**src/hw/rtl/rad_pkg.sv**
```systemverilog
// Shared types, constants and helper functions of the range alarm debouncer.
// Used by rad_cfg, rad_eval and range_alarm_debouncer; depends on nothing.
package rad_pkg;

	// Widths of the item fields
	localparam int TEMP_W  = 12;
	localparam int PH_W    = 11;
	localparam int LEVEL_W = 12;
	localparam int CNT_W   = 7;
	localparam int CMP_W   = 14;

	// Register indexes of the configuration port
	localparam logic [2:0] REG_TEMP_HI  = 3'd0;
	localparam logic [2:0] REG_TEMP_LO  = 3'd1;
	localparam logic [2:0] REG_PH_HI    = 3'd2;
	localparam logic [2:0] REG_PH_LO    = 3'd3;
	localparam logic [2:0] REG_LEVEL_HI = 3'd4;
	localparam logic [2:0] REG_LEVEL_LO = 3'd5;
	localparam logic [2:0] REG_EMPTY    = 3'd6;

	// Request kinds
	localparam logic REQ_SAMPLE = 1'b0;
	localparam logic REQ_LINK   = 1'b1;

	// Alarm codes
	localparam logic [1:0] ALM_NONE = 2'd0;
	localparam logic [1:0] ALM_HIGH = 2'd1;
	localparam logic [1:0] ALM_LOW  = 2'd2;
	localparam logic [1:0] ALM_FAR  = 2'd3;

	// Counter limits
	localparam logic [CNT_W-1:0] STRIKE_WRAP_TOP = 7'd124;
	localparam logic [CNT_W-1:0] STRIKE_ALARM    = 7'd5;
	localparam logic [CNT_W-1:0] STRIKE_CUT      = 7'd3;
	localparam logic [CNT_W-1:0] STRIKE_KEEP     = 7'd2;
	localparam logic [CNT_W-1:0] HEALTH_TOP      = 7'd125;
	localparam logic [CNT_W-1:0] HEALTH_RESTART  = 7'd5;

	// Classification margins
	localparam logic signed [CMP_W-1:0] TEMP_MARGIN = 14'sd100;
	localparam logic signed [CMP_W-1:0] PH_MARGIN   = 14'sd100;
	localparam logic signed [CMP_W-1:0] LEVEL_EDGE  = 14'sd10;

	typedef logic signed [CMP_W-1:0] cmp_t;

	typedef struct packed {
		logic signed [TEMP_W-1:0] temp_hi;
		logic signed [TEMP_W-1:0] temp_lo;
		logic [PH_W-1:0]          ph_hi;
		logic [PH_W-1:0]          ph_lo;
		logic [LEVEL_W-1:0]       level_hi;
		logic [LEVEL_W-1:0]       level_lo;
		logic [LEVEL_W-1:0]       empty;
	} cfg_t;

	typedef struct packed {
		logic                     req_type;
		logic signed [TEMP_W-1:0] temperature;
		logic [PH_W-1:0]          ph_value;
		logic [LEVEL_W-1:0]       level_distance;
	} item_t;

	typedef struct packed {
		logic [1:0]       temp_alarm;
		logic [1:0]       ph_alarm;
		logic [1:0]       level_alarm;
		logic             health_beat;
		logic [CNT_W-1:0] health_count;
		logic             link_alarm;
	} res_t;

	// Strike counter step: count up with wrap, or cut down and decay
	function automatic logic [CNT_W-1:0] strike_next(logic [CNT_W-1:0] cnt, logic oor);
		logic [CNT_W-1:0] nxt;
		if (oor) begin
			nxt = cnt + 7'd1;
			if (nxt > STRIKE_WRAP_TOP) nxt = STRIKE_ALARM;
		end else begin
			nxt = (cnt > STRIKE_CUT) ? STRIKE_KEEP : cnt;
			if (nxt != '0) nxt = nxt - 7'd1;
		end
		return nxt;
	endfunction

	// Window class of an out-of-range value; high side checked first
	function automatic logic [1:0] window_class(cmp_t v, cmp_t lo, cmp_t hi, cmp_t margin);
		cmp_t d_hi;
		cmp_t d_lo;
		d_hi = v - hi;
		d_lo = v - lo;
		if (v > hi && d_hi < margin) return ALM_HIGH;
		else if (v < lo && d_lo > -margin) return ALM_LOW;
		else return ALM_FAR;
	endfunction

endpackage

```
**src/hw/rtl/rad_cfg.sv**
```systemverilog
// Configuration register file of the range alarm debouncer.
// Depends on rad_pkg for the register indexes and the cfg_t struct.
module rad_cfg (
	input  logic                 clk,
	input  logic                 arst_n,
	input  logic                 cfg_we,
	input  logic [2:0]           cfg_addr,
	input  logic [11:0]          cfg_wdata,
	output rad_pkg::cfg_t        cfg
);
	import rad_pkg::*;

	cfg_t cfg_q;

	// Register writes; indexes past the list are dropped
	always_ff @(posedge clk or negedge arst_n) begin
		if (!arst_n) begin
			cfg_q.temp_hi  <= 12'sd280;
			cfg_q.temp_lo  <= 12'sd220;
			cfg_q.ph_hi    <= 11'd750;
			cfg_q.ph_lo    <= 11'd650;
			cfg_q.level_hi <= 12'd200;
			cfg_q.level_lo <= 12'd100;
			cfg_q.empty    <= 12'd400;
		end else if (cfg_we) begin
			unique case (cfg_addr)
				REG_TEMP_HI:  cfg_q.temp_hi  <= $signed(cfg_wdata);
				REG_TEMP_LO:  cfg_q.temp_lo  <= $signed(cfg_wdata);
				REG_PH_HI:    cfg_q.ph_hi    <= cfg_wdata[PH_W-1:0];
				REG_PH_LO:    cfg_q.ph_lo    <= cfg_wdata[PH_W-1:0];
				REG_LEVEL_HI: cfg_q.level_hi <= cfg_wdata;
				REG_LEVEL_LO: cfg_q.level_lo <= cfg_wdata;
				REG_EMPTY:    cfg_q.empty    <= cfg_wdata;
				default: ;
			endcase
		end
	end

	assign cfg = cfg_q;

endmodule

```
**src/hw/rtl/rad_eval.sv**
```systemverilog
// Per-item evaluation: range checks, strike and health counters, alarm codes.
// Depends on rad_pkg for types, constants and the counter/class functions.
module rad_eval (
	input  logic           clk,
	input  logic           arst_n,
	input  logic           en,
	input  rad_pkg::item_t item,
	input  rad_pkg::cfg_t  cfg,
	output rad_pkg::res_t  res
);
	import rad_pkg::*;

	logic [CNT_W-1:0] temp_strikes_q, ph_strikes_q, level_strikes_q, health_q;
	logic [CNT_W-1:0] temp_nxt, ph_nxt, level_nxt, health_inc, health_nxt;
	cmp_t t_v, t_hi, t_lo, p_v, p_hi, p_lo, l_v, l_hi, l_lo, l_empty;
	logic t_oor, p_oor, l_oor, is_link, beat;
	logic [1:0] t_alm, p_alm, l_alm;

	// Widen everything to one signed compare width
	assign t_v     = {{(CMP_W-TEMP_W){item.temperature[TEMP_W-1]}}, item.temperature};
	assign t_hi    = {{(CMP_W-TEMP_W){cfg.temp_hi[TEMP_W-1]}}, cfg.temp_hi};
	assign t_lo    = {{(CMP_W-TEMP_W){cfg.temp_lo[TEMP_W-1]}}, cfg.temp_lo};
	assign p_v     = {{(CMP_W-PH_W){1'b0}}, item.ph_value};
	assign p_hi    = {{(CMP_W-PH_W){1'b0}}, cfg.ph_hi};
	assign p_lo    = {{(CMP_W-PH_W){1'b0}}, cfg.ph_lo};
	assign l_v     = {{(CMP_W-LEVEL_W){1'b0}}, item.level_distance};
	assign l_hi    = {{(CMP_W-LEVEL_W){1'b0}}, cfg.level_hi};
	assign l_lo    = {{(CMP_W-LEVEL_W){1'b0}}, cfg.level_lo};
	assign l_empty = {{(CMP_W-LEVEL_W){1'b0}}, cfg.empty};

	assign is_link = (item.req_type == REQ_LINK);

	// Out-of-window tests
	assign t_oor = (t_v > t_hi) || (t_v < t_lo);
	assign p_oor = (p_v > p_hi) || (p_v < p_lo);
	assign l_oor = (l_v > l_hi) || (l_v < l_lo);

	// Counter steps
	assign temp_nxt  = strike_next(temp_strikes_q, t_oor);
	assign ph_nxt    = strike_next(ph_strikes_q, p_oor);
	assign level_nxt = strike_next(level_strikes_q, l_oor);

	// Alarm classification, only at the strike that hits the alarm point
	always_comb begin
		t_alm = ALM_NONE;
		p_alm = ALM_NONE;
		l_alm = ALM_NONE;
		if (t_oor && temp_nxt == STRIKE_ALARM)
			t_alm = window_class(t_v, t_lo, t_hi, TEMP_MARGIN);
		if (p_oor && ph_nxt == STRIKE_ALARM)
			p_alm = window_class(p_v, p_lo, p_hi, PH_MARGIN);
		if (l_oor && level_nxt == STRIKE_ALARM) begin
			priority if (l_v > l_hi && l_v < l_empty - LEVEL_EDGE) l_alm = ALM_HIGH;
			else if (l_v < l_lo && l_v > LEVEL_EDGE) l_alm = ALM_LOW;
			else l_alm = ALM_FAR;
		end
	end

	// Health counter: cleared on a link item or while any strike count is above STRIKE_KEEP
	assign health_inc = health_q + 7'd1;
	always_comb begin
		beat = 1'b0;
		if (is_link) begin
			health_nxt = '0;
		end else if (temp_nxt > STRIKE_KEEP || ph_nxt > STRIKE_KEEP ||
				level_nxt > STRIKE_KEEP) begin
			health_nxt = '0;
		end else if (health_inc > HEALTH_TOP) begin
			health_nxt = HEALTH_RESTART;
			beat       = 1'b1;
		end else begin
			health_nxt = health_inc;
		end
	end

	// State update when the item moves on to the result register
	always_ff @(posedge clk or negedge arst_n) begin
		if (!arst_n) begin
			temp_strikes_q  <= '0;
			ph_strikes_q    <= '0;
			level_strikes_q <= '0;
			health_q        <= HEALTH_RESTART;
		end else if (en) begin
			health_q <= health_nxt;
			if (!is_link) begin
				temp_strikes_q  <= temp_nxt;
				ph_strikes_q    <= ph_nxt;
				level_strikes_q <= level_nxt;
			end
		end
	end

	// Result item; link fault reports nothing but the link flag
	always_comb begin
		res.temp_alarm   = is_link ? ALM_NONE : t_alm;
		res.ph_alarm     = is_link ? ALM_NONE : p_alm;
		res.level_alarm  = is_link ? ALM_NONE : l_alm;
		res.health_beat  = beat;
		res.health_count = health_nxt;
		res.link_alarm   = is_link;
	end

endmodule

```
**src/hw/rtl/range_alarm_debouncer.sv**
```systemverilog
// Range alarm debouncer, top level: input register, evaluation, result register.
// An accepted item goes through the input register, then the result register; a low m_tready can stall it.
// Throughput one item per cycle; s_tready drops only while both registers are full and m_tready is low.
// Reset (arst_n low, asynchronous): pipeline empty, strike counters 0, health 5,
// limits back to their default values.
// Depends on rad_pkg, rad_cfg and rad_eval.
module range_alarm_debouncer (
	input  logic        clk,
	input  logic        arst_n,
	// Sample stream
	input  logic        s_tvalid,
	output logic        s_tready,
	input  logic [39:0] s_tdata,   // temperature[11:0], ph_value[22:12], level_distance[34:23]
	input  logic        s_tuser,   // req_type
	// Result stream
	output logic        m_tvalid,
	input  logic        m_tready,
	output logic [15:0] m_tdata,   // temp_alarm[1:0], ph_alarm[3:2], level_alarm[5:4],
	                               // health_beat[6], health_count[13:7]
	output logic        m_tuser,   // link_alarm
	// Configuration
	input  logic        cfg_we,
	input  logic [2:0]  cfg_addr,
	input  logic [11:0] cfg_wdata
);
	import rad_pkg::*;

	cfg_t  cfg;
	item_t item_s1;
	logic  valid_s1;
	res_t  res;
	res_t  res_s2;
	logic  valid_s2;
	logic  adv_s1;

	rad_cfg u_cfg (
		.clk       (clk),
		.arst_n    (arst_n),
		.cfg_we    (cfg_we),
		.cfg_addr  (cfg_addr),
		.cfg_wdata (cfg_wdata),
		.cfg       (cfg)
	);

	// Handshake: stage 1 moves on when the result register is free or drains
	assign adv_s1   = valid_s1 && (!valid_s2 || m_tready);
	assign s_tready = !valid_s1 || adv_s1;

	// Input register
	always_ff @(posedge clk or negedge arst_n) begin
		if (!arst_n) begin
			valid_s1 <= 1'b0;
		end else if (s_tready) begin
			valid_s1 <= s_tvalid;
		end
	end

	always_ff @(posedge clk) begin
		if (s_tvalid && s_tready) begin
			item_s1.req_type       <= s_tuser;
			item_s1.temperature    <= $signed(s_tdata[11:0]);
			item_s1.ph_value       <= s_tdata[22:12];
			item_s1.level_distance <= s_tdata[34:23];
		end
	end

	rad_eval u_eval (
		.clk    (clk),
		.arst_n (arst_n),
		.en     (adv_s1),
		.item   (item_s1),
		.cfg    (cfg),
		.res    (res)
	);

	// Result register
	always_ff @(posedge clk or negedge arst_n) begin
		if (!arst_n) begin
			valid_s2 <= 1'b0;
		end else if (adv_s1) begin
			valid_s2 <= 1'b1;
		end else if (m_tready) begin
			valid_s2 <= 1'b0;
		end
	end

	always_ff @(posedge clk) begin
		if (adv_s1) res_s2 <= res;
	end

	assign m_tvalid = valid_s2;
	assign m_tdata  = {2'b00, res_s2.health_count, res_s2.health_beat,
		res_s2.level_alarm, res_s2.ph_alarm, res_s2.temp_alarm};
	assign m_tuser  = res_s2.link_alarm;

endmodule
```
**config.mk**
```make
export PLATFORM = sky130hd
export DESIGN_NAME = range_alarm_debouncer
export DESIGN_NICKNAME = d
export VERILOG_FILES = /design/src/hw/rtl/rad_pkg.sv /design/src/hw/rtl/rad_cfg.sv /design/src/hw/rtl/rad_eval.sv /design/src/hw/rtl/range_alarm_debouncer.sv
export SDC_FILE = /design/constraint.sdc
export NUM_CORES = 1
export LEC_CHECK = 0
export BUFFER_PORTS_ARGS = -buffer_cell sky130_fd_sc_hd__clkbuf_2
export CAP_MARGIN = 10
export CORE_ASPECT_RATIO = 1.5
export CORE_UTILIZATION = 50
export CTS_CLUSTER_DIAMETER = 100
export CTS_CLUSTER_SIZE = 8
export DETAILED_ROUTE_END_ITERATION = 10
export PLACE_DENSITY = 0.68
export SYNTH_ARGS = -nofsm -noshare
export SYNTH_HDL_FRONTEND = slang
export SYNTH_HIERARCHICAL = 1
export SYNTH_SLANG_ARGS = --single-unit
```
**constraint.sdc**
```tcl
create_clock -name clk -period 5.4 [get_ports clk]
set_input_delay 1.08 -clock clk [delete_from_list [all_inputs] [get_ports clk]]
set_output_delay 1.08 -clock clk [all_outputs]
set_load 0.03 [all_outputs]
```
==> qor.txt <==
Drt first-iter violations - 444
Core box area - 0.02090 sq mm
Clock Sinks - 163
Area of the mapped netlist - 0.01063 sq mm
CP max stage cell - a2111oi_0
RSZ-0062 raised after global routing - false
Pins Over Slew Limit - 0
Critical Path Start Type - flop
Total die area - 0.02186 sq mm
WP data arrival - 3680 ps
Slew headroom - 0.3323
I/O pins - 80
Die Y - 180.6 microns
Clock Latency Late Sink - 430 ps
Synth area leader - dfrtp_1
Final core utilization - 0.5629
Async S/R FF share, synth - 0.6871
Slowest stage delay, CP - 680 ps
Synth Flop Type - dfrtp_1
Fin. Hold Viols - 0
Max Buffers Root-to-Sink - 2
Flop-to-flop setup slack - 1900 ps
CP Max Fanout - 5
R2r startpoint - u_cfg/cfg[60]
Clk root buf - clkbuf_16
Final RePlAce weighted congestion - 0.8855
Synth top cells by count - inv_1 (101), ha_1 (92), mux2_2 (84), dfrtp_1 (82), nor2_1 (57)
Initial Utilization - 0.5086
Total track usage - 0.2207
Critical path's top delay family - compound AO/OA/AOI/OAI gates
Cell breakdown of the critical path - inv_1 > ha_1 > o211a_1 > o21a_1 > o31a_1 > or4_1 > a21o_1 > a2111oi_0 > o21ai_1 > nand2_1 > a21oi_1
WP buf/inv - 1
First-pass GRT wire length - 37.69 mm
Fraction of layout cells with a size suffix above 1 - 0.2172
Worst vdd ir - 0.2519 mV
Worst setup path start - u_cfg/cfg[60]
Number of gates resized after CTS - 0
Number of synthesized flops with an enable pin - 51
Sequential-to-total area share from yosys stat - 0.4113
Most frequent cell after synthesis - inv_1
HP Class - flop to flop
Yosys Warn Count - 6
WL/cell - 16.55 microns
Worst-margin pin slew - 1001 ps
H-tree level count - 4
Worst-path clk slew - 70 ps
DRT Pass-1 Iters - 7
Top-area cell type share of the netlist area - 0.1930
CP Capture Type - flop
HPWL Detailed - 16.85 mm
Die Span X - 121.1 microns
# DRC - 0
Gate count of the mapped netlist - 1039
Max-Cap Viols - 0
Clk_skew - 10.99 ps
Outcome - completed
Nets - 1256
Leak - 5.197 nW
DRT Wirelength - 22.87 mm
Yosys reg bits - 163
Unique masters post-synth - 85
Final setup fails - 0
Pwr/cell area - 412.4 mW/mm^2
Hold path startpoint - u_cfg/cfg[12]
Gr ovfl total - 0
Critical path class - flop to flop
Synth top area cells - dfrtp_1 (19%), edfxtp_1 (14%), ha_1 (11%)
Period utilization - 0.6484
Number of global-route vias before repair - 7720
Crit path time final - 3501 ps
Average cell area after synthesis - 10.23 sq um
Max Freq - 285.6 MHz
Row count - 65
Req. time, crit path - 5580 ps
Via density - 5.748
Post-CTS Setup Repair Bufs - 0
CTS tree - done
Total negative slack - 0 ps
Diodes inserted - 0
Initial antenna violation count - 0
CTS Buf Count - 17
Largest net degree at the start of global routing - 77
DR vias - 7944
Input/output buffers - 72
P&R area growth vs syn - 10.68%
Post-CTS Hold Fix Bufs - 0
Post-route ant nets - 0
## power breakdown
group          leakage (nW)  internal (mW)  total, mW  switching [mW]
Clock                 0.299          0.673       1.22           0.544
Sequential             1.82           1.54       1.79           0.244
Combinational          3.08          0.843       1.85            1.00
Total                  5.20           3.06       4.85            1.79
## cells by family after synthesis
kind of cell,share of synthesized area
AND/OR/NAND/NOR,0.1395
AO/OA/AOI/OAI,0.1557
flip-flops,0.4113
buffers and inverters,0.05320
adder cells (fa/ha/maj),0.1121
multiplexers,0.09828
XOR/XNOR,0.02966
other,0.0003528
## per-layer routing
layer | part of all wire | wire, microns | global-route usage
met1 | 0.42 | 9590 | 0.2557
met4 | 0.030 | 697 | 0.09630
met5 | 0 | 0 | 0
met2 | 0.52 | 11860 | 0.3925
met3 | 0.032 | 723 | 0.03861
## sequential cells by signal, indices dropped and copies added (netlist names)
| name | flops |
|---|---|
| item_s1 | 36 |
| m_tdata | 14 |
| m_tuser | 1 |
| m_tvalid | 1 |
| u_cfg/cfg | 82 |
| u_eval/health_q | 7 |
| u_eval/level_strikes_q | 7 |
| u_eval/ph_strikes_q | 7 |
| u_eval/temp_strikes_q | 7 |
| valid_s1 | 1 |
## layout by cell type, fill, tap and decap left out, types with 26 or more instances in the layout
| cell | n |
|---|---|
| nand3_1 | 26 |
| mux2_2 | 84 |
| o21ai_0 | 41 |
| inv_1 | 101 |
| nand2_1 | 52 |
| a21oi_1 | 52 |
| clkbuf_2 | 71 |
| ha_1 | 92 |
| nor2_1 | 57 |
| dfstp_2 | 30 |
| edfxtp_1 | 51 |
| dfrtp_1 | 82 |
## stage by stage
stage | instances | area, sq um | setup WS (ps) | total power [mW] | hold slack [ps]
floorplan | 1040 | 10630 | 2428 | 3.221 | 471.0
global placement | 1350 | 11170 | 1983 | 3.579 | 480.3
detailed placement | 1350 | 11170 | 1931 | 3.633 | 485.7
CTS | 1382 | 11770 | 1907 | 4.869 | 501.5
global route | 1382 | 11770 | 1610 | 5.197 | 515.6
finish | 1382 | 11770 | 1899 | 4.852 | 499.4
## path summary, 6_finish.rpt
check                                          to  cells after the start
max in group asynchronous           u_cfg/cfg[30]                      2
min                                 u_cfg/cfg[12]                      1
max                                    m_tdata[0]                     11
max reg2reg                            m_tdata[0]                     11
min in group asynchronous  u_eval/ph_strikes_q[5]                      1
min reg2reg                         u_cfg/cfg[12]                      1
## cell type report
class,instances,area (sq um)
Fill cell,1857,9136
Tap cell,268,335.3
Multi-Input combinational cell,742,5697
Clock inverter,12,103.9
Timing Repair Buffer,75,385.4
Sequential cell,163,4372
Clock buffer,20,489.2
Inverter,102,382.9
No activity file was read; power rests on OpenSTA's default activity.
